**config.mk**
```make
export PLATFORM = sky130hd
export DESIGN_NAME = smp_div_cell
export DESIGN_NICKNAME = d
export VERILOG_FILES = /design/src/rtl/core/smp_pkg.sv /design/src/rtl/core/smp_div_cell.sv
export SDC_FILE = /design/constraint.sdc
export NUM_CORES = 1
export LEC_CHECK = 0
export BUFFER_PORTS_ARGS = -buffer_cell sky130_fd_sc_hd__buf_2
export CAP_MARGIN = 20
export CORE_MARGIN = 2
export CORE_UTILIZATION = 40
export DETAILED_ROUTE_END_ITERATION = 8
export SYNTH_ARGS = -nofsm -noshare
export SYNTH_HDL_FRONTEND = slang
export SYNTH_SLANG_ARGS = --single-unit
```
**constraint.sdc**
```tcl
create_clock -name i_clk -period 7.65 [get_ports i_clk]
set_input_delay 2.295 -clock i_clk [delete_from_list [all_inputs] [get_ports i_clk]]
set_output_delay 2.295 -clock i_clk [all_outputs]
set_load 0.02 [all_outputs]
```
**src/rtl/core/smp_pkg.sv**
```systemverilog
package smp_pkg;

    localparam int ANGLE_BITS    = 16;
    localparam int OUT_FRAC_BITS = 16;
    localparam int OUT_BITS      = 24;
    localparam int CORDIC_STEPS  = 30;
    localparam int QUO_BITS      = OUT_BITS + 1;
    localparam int CW            = 34;
    localparam int DEN_W         = 36;
    localparam int NUM_W         = 35;
    localparam int REM_W         = NUM_W + OUT_FRAC_BITS + 1;
    localparam int SH_W          = 5;

    localparam logic [0:0] CFG_CENTER_LAT = 1'b0;
    localparam logic [0:0] CFG_CENTER_LON = 1'b1;

    localparam logic signed [CW-1:0] CORDIC_X0 = 34'sd652032874;
    localparam logic signed [DEN_W-1:0] ONE_Q30 = 36'sd1073741824;
    localparam logic signed [DEN_W-1:0] SAT_LIM = DEN_W'(64'sd1 <<< (30 - OUT_FRAC_BITS));

    localparam logic [31:0] ATAN_TAB [0:CORDIC_STEPS-1] = '{
        32'h20000000, 32'h12E4051D, 32'h09FB385B, 32'h051111D4, 32'h028B0D43,
        32'h0145D7E1, 32'h00A2F61E, 32'h00517C55, 32'h0028BE53, 32'h00145F2E,
        32'h000A2F98, 32'h000517CC, 32'h00028BE6, 32'h000145F3, 32'h0000A2F9,
        32'h0000517C, 32'h000028BE, 32'h0000145F, 32'h00000A2F, 32'h00000517,
        32'h0000028B, 32'h00000145, 32'h000000A2, 32'h00000051, 32'h00000028,
        32'h00000014, 32'h0000000A, 32'h00000005, 32'h00000002, 32'h00000001
    };

    // one rotation lane: vector, residual angle, quadrant
    typedef struct packed {
        logic signed [CW-1:0] x;
        logic signed [CW-1:0] y;
        logic signed [CW-1:0] z;
        logic [1:0]           q;
    } t_clane;

    // lanes: 0 point latitude, 1 center latitude, 2 longitude difference
    typedef struct packed {
        logic            vld;
        t_clane [2:0]    lane;
    } t_cstage;

    // one divider lane: partial remainder, quotient bits, divisor
    typedef struct packed {
        logic [REM_W-1:0]    rem;
        logic [QUO_BITS-1:0] quo;
        logic [DEN_W-1:0]    den;
    } t_dlane;

    // Q30 product, floor shift
    function automatic logic signed [CW-1:0] mulq(input logic signed [CW-1:0] a,
                                                  input logic signed [CW-1:0] b);
        logic signed [2*CW-1:0] p;
        p = a * b;
        return p[CW+29:30];
    endfunction

endpackage

```
**src/rtl/core/smp_div_cell.sv**
```systemverilog
module smp_div_cell
    import smp_pkg::*;
(
    input  logic            i_clk,
    input  logic [SH_W-1:0] i_k,
    input  t_dlane          i_d,
    output t_dlane          o_q
);

    localparam int CMP_W = DEN_W + QUO_BITS + 1;

    t_dlane r_q;
    t_dlane n_q;

    // one restoring quotient bit
    always_comb begin
        logic [CMP_W-1:0] dsh;
        logic             ge;
        dsh = {{(QUO_BITS+1){1'b0}}, i_d.den} << i_k;
        ge  = {{(CMP_W-REM_W){1'b0}}, i_d.rem} >= dsh;
        n_q = i_d;
        if (ge) begin
            n_q.rem = i_d.rem - dsh[REM_W-1:0];
        end
        n_q.quo = i_d.quo | (QUO_BITS'(ge) << i_k);
    end

    always_ff @(posedge i_clk) begin
        r_q <= n_q;
    end

    assign o_q = r_q;

endmodule
```
Word level (Yosys, flattened, before mapping)
Cells that the tools add are included.

Register bits after elaboration: 113. Word-level logic and storage cells: 9. Input bits: 119. Output and inout port bits: 113.

Shifts and indexed selects: 2. Mux-type cells: 1. Order comparisons: 1. Bitwise logic cells: 1. Add/sub/neg operators: 1.

Operators with widths (number): 52-bit by 62-bit greater-or-equal comparator with 1-bit output (1); 36-bit by 5-bit left shift with 62-bit output (1); 52-bit 2-to-1 mux (1); 52-bit subtractor (1); 25-bit bitwise OR (1); 1-bit by 5-bit left shift with 25-bit output (1).

Depth between registers and ports, before layout
Gate-level depths: netlist (run 1).

Depth after elaboration: 4. Depth in mapped cells: 24. Gate-level depth less buffers: 18.

Worst setup path before layout (run 1)
Ideal clock, no wire load.

Path kind: input -> register. Start point: input i_k[1]. End point: register r_q, in the netlist o_q[100]. Setup time: 0.123 ns. Path slack: 0.783 ns. Arrival time: 6.743 ns. Cell stages on the path: 20. Required time: 7.527 ns. Cell sequence: buf_6 -> buf_2 -> buf_2 -> buf_1 -> buf_2 -> a211oi_1 -> a21oi_1 -> mux2i_1 -> mux2_2 -> o22a_1 -> ha_1 -> buf_2 -> nand3_1 -> or4_1 -> o211ai_2 -> a311o_1 -> a311oi_4 -> nor2_4 -> buf_4 -> mux2_1.

RTL lines: from (decl) (RTL line smp_div_cell.sv:5) `input logic [SH_W-1:0] i_k,`; to (signal assigned) (RTL line smp_div_cell.sv:29) `r_q <= n_q;`; to (decl) (RTL line smp_div_cell.sv:12) `t_dlane r_q;`.

==> results of run 1 <==
[power breakdown]
| part | total [mW] | switching (mW) | internal [mW] | leakage [nW] |
|---|---|---|---|---|
| sequential | 0.678 | 0.0173 | 0.661 | 0.953 |
| clock | 0.861 | 0.338 | 0.522 | 0.299 |
| combinational | 0.988 | 0.596 | 0.392 | 3.73 |
[through the flow]
stage | cell area, sq um | worst slack [ns] | cells | utilization, %
CTS | 10840 | 0.5990 | 1542 | 50.13
detailed placement | 10210 | 0.1796 | 1510 | 47.25
floorplan | 8718 | 0.7834 | 1031 | -
global placement | 10210 | 0.2495 | 1510 | 47.25
global route | 10840 | 0.1572 | 1542 | 50.13
finish | 10840 | 0.5175 | 1542 | 50.13
[kinds of logic after synthesis]
group / Yosys count
buffers and inverters: 95
AO/OA/AOI/OAI: 319
AND/OR/NAND/NOR: 282
adder cells (fa/ha/maj): 53
XOR/XNOR: 44
flip-flops: 113
multiplexers: 125
[worst max path at each step]
stage	end	start
floorplan	o_q[100]$_DFF_P_	i_k[1]
global placement	o_q[60]$_DFF_P_	i_k[1]
detailed placement	o_q[60]$_DFF_P_	i_k[1]
CTS	o_q[60]$_DFF_P_	i_k[1]
global route	o_q[36]$_DFF_P_	i_k[1]
finish	o_q[43]$_DFF_P_	i_k[1]
[cells in the final DEF (no fill, tap or decap), types with 10 or more instances in the layout]
cell / count
ha_1: 52
a31o_2: 27
o21a_1: 11
a21oi_1: 93
nand2_1: 78
xnor2_1: 28
mux2_2: 32
a21o_1: 32
mux4_2: 17
buf_4: 32
and3_1: 17
dfxtp_1: 113
nor2_1: 84
nor2b_1: 11
o21bai_1: 13
mux2i_1: 40
nand2b_1: 10
mux2_1: 35
buf_2: 231
nor3_1: 12
clkbuf_16: 17
inv_1: 28
nand3_1: 25
nand4_1: 13
xor2_1: 16
o21ai_0: 71
[area by class of cell]
class / count / area, sq um
timing repair buffer: 265 / 1436
tap: 280 / 350.3
fill: 2153 / 10780
clock inverter: 15 / 197.7
inverter: 29 / 108.9
multi-input combinational: 823 / 6057
sequential: 113 / 2262
clock buffer: 17 / 425.4
[routing by layer]
layer  routed length, um  part of all wire (%)  global-route usage, %  up-vias
met3                2007                   6.8                  4.431       48
met5                   0                     0                      0        -
met1               13400                    46                  34.46     4102
met2               13380                    45                  39.91      340
met4                 655                   2.2                  7.963        0
li1                    -                     -                      -     4251
==> impl_results.md, run 1 <==
- Result of the run: completed
- Area added between synthesis and finish: 24.31%
- Post-synth ARST share: 0%
- Number of hold violations in the final report: 0
- Root Buffer: clkbuf_16
- Synthesized net count: approximately 1200
- Worst min-delay path category: input port to flip-flop
- Critical path depth: 20
- Cell Chain, Critical Path: buf_2 > buf_4 > mux2_2 > mux2i_1 > nor2_1 > nor2_1 > nor2_1 > a21oi_1 > nor2_1 > nor2_1 > ha_1 > a21o_1 > o21bai_1 > o2bb2ai_1 > a311o_1 > a311oi_4 > nor2_4 > buf_4 > buf_4 > a31o_2
- Leading post-synthesis cells by instance count: 113 x dfxtp_1, 93 x a21oi_1, 84 x nor2_1
- Headroom to the max-slew limit: 46.95%
- Setup violations, final: 0
- Critical path data arrival time: ~7.5 ns
- Synthesized-area fraction occupied by xor and xnor cells: 4.420%
- Top_reg_cell synth: dfxtp_1
- Category of the critical setup timing path: input port to flip-flop
- Cell depth of the worst hold path: 1
- Hold buffer count at cts: 0
- Total DRC errors in the routed layout: 0
- Count of flip-flops with a built-in enable after synthesis: 0
- Achievable Freq: 0.1402 GHz
- N_diodes: 0
- Clock Sinks: 113
- Total clock buffers created by CTS: 17
- Compound-gate portion of the synthesized area: 24.02%
- Maximum ir drop on the vdd rail: 139.3 uV
- Worst setup SP type: input port
- DR vias: around 8700
- Post-Synth Adder-Cell Area: 7.692%
- Overall overflow remaining after global route: 0
- Die outline width: 151.6 um
- Number of buffers inserted by post-CTS setup repair: 0
- Crit path time final: 7.133 ns
- Routed WL: 29.45 mm
- I/O Buffers: 231
- Count of instances resized after the clock tree is built: 0
- Number of warnings issued by yosys: 0
- Cell class contributing the biggest share of worst-path delay: compound AO/OA/AOI/OAI gates
- Wire length per cell: 19.10 um
- Number of flip-flops under the largest register name: 113
- Most common cell in the synthesized netlist: dfxtp_1
- Die area: 22990 sq um
- Number of iterations in the first detailed-routing pass: 5
- Global-route wire length before repair: 44.01 mm
- WP buf/inv: 4
- Critical Path Fanout Max: 32
- Core Box Area: about 22000 sq um
- Number of global-route vias before repair: about 8000
- Leakage power figure: around 5.0 nW
- Required time at the endpoint of the critical path: 7.98 ns
- Fraction of final layout cells sized beyond drive strength 1: approximately 31%
- Maximum number of pins on one net before global-route repair: 39
- Vias/cell: 5.669
- Remaining antenna violation count: 0
- Slowest cell on crit path: a311oi_4
- Placer congestion estimate: between 0.9 and 1
- Height of the die: 151.6 um
- Placed wire-length estimate after detailed placement: 23.38 mm
- Most used cell along the critical path: nor2_1
- Main area contributors after synthesis: dfxtp_1 26%, ha_1 7.5%, a21oi_1 5.3%
- Total chip power: 2.526 mW
- CTS tree: yes
- Share of the yosys chip area belonging to registers: 25.95%
- Count of different cell masters after synthesis: 78
- Final Hold Slack: ~2 ns
- Setup crit end kind: flip-flop
- Mux share of post-synthesis cell area: 17.81%
- Worst hold path endpoint: o_q[17]$_DFF_P_
- Largest stage delay, worst path: about 0.64 ns
- Dominant cell type by area after synthesis: dfxtp_1
- Number of nets at the end of the flow: roughly 1400
- Final count of pins violating max slew: 0
- Count of max-cap constraint violations: 0
- Cells after synthesis: 1031
- Area of the mapped netlist: between 8000 and 9000 sq um
- RSZ-0062 raised after global routing: false
- Number of violations reported at the end of detailed-routing iteration 0: 612
- Row Count: 54
- Clock slew seen by the registers of the worst setup and hold paths: 0.06 ns
- Initial antenna violation count: 0
- Main combinational cell family by area after synthesis: compound AO/OA/AOI/OAI gates
- CTS H-Tree Depth: 4
- Mean post-synth cell area: 8.456 sq um
- Number of register bits inferred by synthesis: 113
- Total Negative Setup Slacks: 0 ns
- GR Util All Layers: between 20% and 30%
- Fraction of post-synthesis cell area in the top cell type by area: roughly 26%
- Synthesized-area fraction occupied by and/or/nand/nor cells: 15.53%
- Pwr per Cell Area: 233.1 nW/um^2
- Post-route clock period utilization: 93.24%
- Initial Utilization: roughly two fifths
- I/O pins: between 200 and 250
- Worst Min Path Start: i_d[17]
- Slew of the pin with the lowest slew margin: 0.7928 ns
- Number of buffers between clock root and the deepest sink: 2
Note: power is estimated with default switching activity, not from simulation.
==> run 2: changes to the inputs <==
CORE_ASPECT_RATIO = 0.75   (was unset)
==> run 2 against run 1 <==
Compared with the run above:
- maximum frequency up 0.46%
- power fell by 1.8%
- largest cell class unchanged
- largest power group unchanged
- non-clock buffer count fell by 3
==> impl_results.md, run 2 (synthesized netlist as in run 1, its figures left out) <==
- Placer congestion estimate: 0.9271
- Count of instances resized after the clock tree is built: 0
- Commonest non-fill, non-tap cells in the layout: 231 x buf_2, 113 x dfxtp_1, 93 x a21oi_1
- Worst setup SP type: input port
- Die outline width: 174.5 um
- Maximum ir drop on the vdd rail: between 100 and 150 uV
- Util after Layout: 50.77%
- Crit path time final: 7.100 ns
- Slowest cell on crit path: a311oi_4
- N_diodes: 0
- Number of violations reported at the end of detailed-routing iteration 0: 720
- Row Count: 46
- Finished Cell Area: 10780 sq um
- Total clock buffers created by CTS: 17
- Initial antenna violation count: 0
- DR vias: about 9000
- Number of buffers between clock root and the deepest sink: 2
- Root Buffer: clkbuf_16
- Placed cell count: 1515
- Total Negative Setup Slacks: 0 ns
- Number of hold violations in the final report: 0
- Cell Chain, Critical Path: buf_2 > buf_4 > mux2_2 > mux2i_1 > nor2_1 > a21oi_1 > nor2_1 > a21oi_1 > nor2_1 > a21oi_1 > ha_1 > a21oi_1 > o21ai_0 > a21oi_1 > o21bai_1 > o2bb2ai_1 > a311o_1 > a311oi_4 > nor2_4 > buf_4 > mux2_1
- Clock Sinks: 113
- Initial Utilization: 41.05%
- Overall overflow remaining after global route: 0
- Placed wire-length estimate after detailed placement: 23.80 mm
- Critical Path Fanout Max: 34
- Required time at the endpoint of the critical path: 7.97 ns
- Wire length per cell: 19.30 um
- Number of flip-flops under the largest register name: around 110
- Final count of pins violating max slew: 0
- Area post-placement: 10190 sq um
- Area occupied by multi-input gates: 6057 sq um
- GR Util All Layers: 25.55%
- Final Instance Count excl. Fillers: 1547
- I/O Buffers: 231
- Setup crit end kind: flip-flop
- Most used cell along the critical path: a21oi_1
- Number of nets at the end of the flow: between 1000 and 1500
- Post-route clock period utilization: 92.81%
- Hold buffer count at cts: 0
- Fraction of final layout cells sized beyond drive strength 1: between 30% and 40%
- Final Hold Slack: about 2 ns
- Result of the run: completed
- Headroom to the max-slew limit: 48.95%
- CTS tree: yes
- Number of iterations in the first detailed-routing pass: 5
- Maximum number of pins on one net before global-route repair: 39
- Category of the critical setup timing path: input port to flip-flop
- Register area: ~2300 sq um
- Routed WL: 29.86 mm
- Total DRC errors in the routed layout: 0
- Height of the die: 131.9 um
- Commonest non-fill, non-tap cell in the layout: buf_2
- Worst min-delay path category: input port to flip-flop
- Vias/cell: roughly 5.7
- Achievable Freq: 0.1408 GHz
- Slew of the pin with the lowest slew margin: between 0.7 and 0.8 ns
- Number of buffers inserted by post-CTS setup repair: 0
- Count of max-cap constraint violations: 0
- Pwr per Cell Area: roughly 230 nW/um^2
- Filler Cell Count: about 2100
- Area added between synthesis and finish: 23.68%
- Cell depth of the worst hold path: 1
- RSZ-0062 raised after global routing: false
- Critical path data arrival time: 7.42 ns
- CTS H-Tree Depth: 4
- Global-route wire length before repair: 46.00 mm
- Die area: 23010 sq um
- Largest stage delay, worst path: ~0.65 ns
- I/O pins: between 200 and 250
- Core Box Area: 21240 sq um
- Setup violations, final: 0
- Leakage power figure: 4.947 nW
- Remaining antenna violation count: 0
- Clock slew seen by the registers of the worst setup and hold paths: 0.06 ns
- Number of global-route vias before repair: 8068
[run 2: where the power goes]
part	total (mW)	switching [mW]	internal [mW]
clock network	0.815	0.322	0.492
registers	0.681	0.0205	0.661
logic	0.986	0.598	0.388
[run 2: final timing paths]
path / slack (ns) / start / end
setup / recovery: 0.55 / i_k[1] / o_q[100]$_DFF_P_
hold / removal: 1.99 / i_d[19] / o_q[19]$_DFF_P_
[run 2: critical path, delay by kind of cell]
family | cells | cell delay [ns]
AO/OA/AOI/OAI | 10 | 2.49
buffers and inverters | 3 | 1.07
multiplexers | 3 | 0.92
adder cells (fa/ha/maj) | 1 | 0.34
AND/OR/NAND/NOR | 4 | 0.28
[run 2: through the flow]
step,power (mW),setup slack [ns]
after floorplan,1.366,0.7834
after global placement,1.665,0.1917
after detailed placement,1.659,0.1710
after CTS,2.482,0.5976
after global routing,2.615,0.2048
final,2.482,0.5500
[run 2: cell type report]
class | count | area share [%]
Clock inverter | 13 | 1.392
Multi-Input combinational cell | 823 | 56.17
Tap cell | 288 | 3.342
Inverter | 29 | 1.010
Timing Repair Buffer | 262 | 13.00
Clock buffer | 19 | 4.108
Sequential cell | 113 | 20.98
[run 2: layer usage]
layer	wire length, um	up-vias	track usage, %
li1	-	4242	-
met1	14540	4130	38.05
met2	12300	405	36.73
met3	2615	26	6.373
met4	410	0	5.789
met5	0	-	0
==> run 3: changes to the inputs <==
PLACE_DENSITY = 0.72   (was unset)
clock period = 8.2 ns   (was 7.65 ns; I/O delays follow)
==> run 3 against run 2 <==
Compared with the run above:
- clock power about the same
- final cell count decreased by 0.71%
- critical endpoint is now o_q[74]$_DFF_P_
- highest routed layer is now met5
- non-clock buffer count decreased by 13
- sequential power decreased by 6.9%
- setup slack improved by 0.39 ns
- routed wire length decreased by 2.7%
- count of clock-buffer cells in the layout decreased by 1
==> impl_results.md, run 3 (synthesized netlist as in run 1, its figures left out) <==
- Result of the run: completed
- Slew of the pin with the lowest slew margin: 0.7505 ns
- CTS tree: yes
- Placer congestion estimate: 0.9581
- Filler Cell Count: 2034
- Die area: 23010 sq um
- Worst setup SP type: input port
- Hold buffer count at cts: 0
- Maximum number of pins on one net before global-route repair: 39
- Critical Path Fanout Max: 34
- Global-route wire length before repair: 45.06 mm
- Headroom to the max-slew limit: 49.78%
- Number of iterations in the first detailed-routing pass: 5
- Count of instances resized after the clock tree is built: 0
- Root Buffer: clkbuf_16
- Setup crit end kind: flip-flop
- Number of buffers inserted by post-CTS setup repair: 0
- CTS H-Tree Depth: 4
- Finished Cell Area: 10740 sq um
- Metal3 WL: a little under 3 mm
- Commonest non-fill, non-tap cells in the layout: 231 x buf_2, 113 x dfxtp_1, 93 x a21oi_1
- Post-route clock period utilization: 88.50%
- Achievable Freq: 0.1378 GHz
- Number of nets at the end of the flow: 1405
- Initial Utilization: 41.05%
- Largest stage delay, worst path: 0.63 ns
- Row Count: 46
- Pwr per Cell Area: between 200 and 250 nW/um^2
- Area post-placement: 10090 sq um
- Wire length per cell: 18.91 um
- Core Box Area: 21240 sq um
- Initial antenna violation count: 3
- Overall overflow remaining after global route: 0
- Fraction of final layout cells sized beyond drive strength 1: ~30%
- Total DRC errors in the routed layout: 0
- Cell Chain, Critical Path: buf_2 > buf_4 > nand2b_1 > o22ai_1 > nor2_1 > nor2_1 > nand2_1 > ha_1 > a21oi_1 > o21ai_0 > a41o_1 > a31oi_2 > o211ai_2 > a311o_1 > a311oi_4 > nor2_4 > buf_4 > mux2_1
- Required time at the endpoint of the critical path: 8.51 ns
- Total Negative Setup Slacks: 0 ns
- Category of the critical setup timing path: input port to flip-flop
- Commonest non-fill, non-tap cell in the layout: buf_2
- Number of violations reported at the end of detailed-routing iteration 0: 894
- GR Util All Layers: about 25%
- Remaining antenna violation count: 0
- DR vias: 8900
- I/O Buffers: 231
- Crit path time final: 7.257 ns
- Vias/cell: 5.794
- WP buf/inv: 3
- Final count of pins violating max slew: 0
- Clock slew seen by the registers of the worst setup and hold paths: approximately 0.060 ns
- Maximum ir drop on the vdd rail: 119.1 uV
- Cell class contributing the biggest share of worst-path delay: compound AO/OA/AOI/OAI gates
- Clock Sinks: 113
- RSZ-0062 raised after global routing: false
- Critical path data arrival time: between 7 and 8 ns
- Die outline width: about 170 um
- Number of flip-flops under the largest register name: 113
- Count of max-cap constraint violations: 0
- Highest metal layer with signal wires: met5
- Number of buffers between clock root and the deepest sink: 2
- Setup violations, final: 0
- I/O pins: 232
- Number of hold violations in the final report: 0
- DRT met1 WL: 13.49 mm
- Total clock buffers created by CTS: 17
- Slowest cell on crit path: a311oi_4
- Met2 layer wire length in the routed design: ~12 mm
- Area added between synthesis and finish: 23.22%
- Height of the die: 131.9 um
- Number of global-route vias before repair: 8245
- Placed wire-length estimate after detailed placement: around 23 mm
- Leakage power figure: between 4 and 5 nW
- Worst min-delay path category: input port to flip-flop
- Routed WL: 29.05 mm
-- run 3: changes by cell type in the layout (fill, tap and decap cells not counted), sizes merged --
cell | previous run | this run
buf | 262 | 249
bufinv | 2 | 4
clkbuf | 19 | 18
clkinvlp | 2 | 3
diode | 0 | 2
inv | 32 | 30
-- run 3: routing by layer --
metal	GRT usage (%)	vias to the layer above
li1	-	4218
met2	36.11	471
met1	35.54	4161
met3	5.998	46
met5	0	-
met4	8.123	4
-- run 3: final cells by class --
cell class | instances | area [sq um] | share of cell area [%]
Multi-Input combinational cell | 823 | 6057 | 56.38
Sequential cell | 113 | 2262 | 21.06
Timing Repair Buffer | 249 | 1304 | 12.14
Clock buffer | 18 | 439.2 | 4.088
Tap cell | 288 | 360.3 | 3.354
Clock inverter | 14 | 206.4 | 1.922
Inverter | 29 | 108.9 | 1.013
Antenna cell | 2 | 5.005 | 0.04659
-- run 3: path summary, 6_finish.rpt --
check | startpoint | end | slack, ns | cells after the start
setup / recovery | i_k[1] | o_q[74]$_DFF_P_ | 0.94 | 18
hold / removal | i_d[21] | o_q[21]$_DFF_P_ | 2.17 | 1
-- run 3: metrics by stage --
stage          power, mW  utilization (%)  setup WS, ns  hold WS, ns  std cells
2_1_floorplan      1.274                -         1.168        2.488       1031
3_3_place_gp       1.529            47.52        0.6932        2.610       1502
3_5_place_dp       1.530            47.52        0.5435        2.607       1502
4_1_cts            2.354            50.56        0.9783        2.161       1534
5_1_grt            2.474            50.56        0.5377        2.167       1534
6_report           2.357            50.58        0.9432        2.168       1536
-- run 3: power breakdown --
| part | internal [mW] | leakage, nW | switching [mW] |
|---|---|---|---|
| logic | 0.354 | 3.65 | 0.554 |
| registers | 0.617 | 0.953 | 0.0169 |
| clock network | 0.521 | 0.305 | 0.295 |
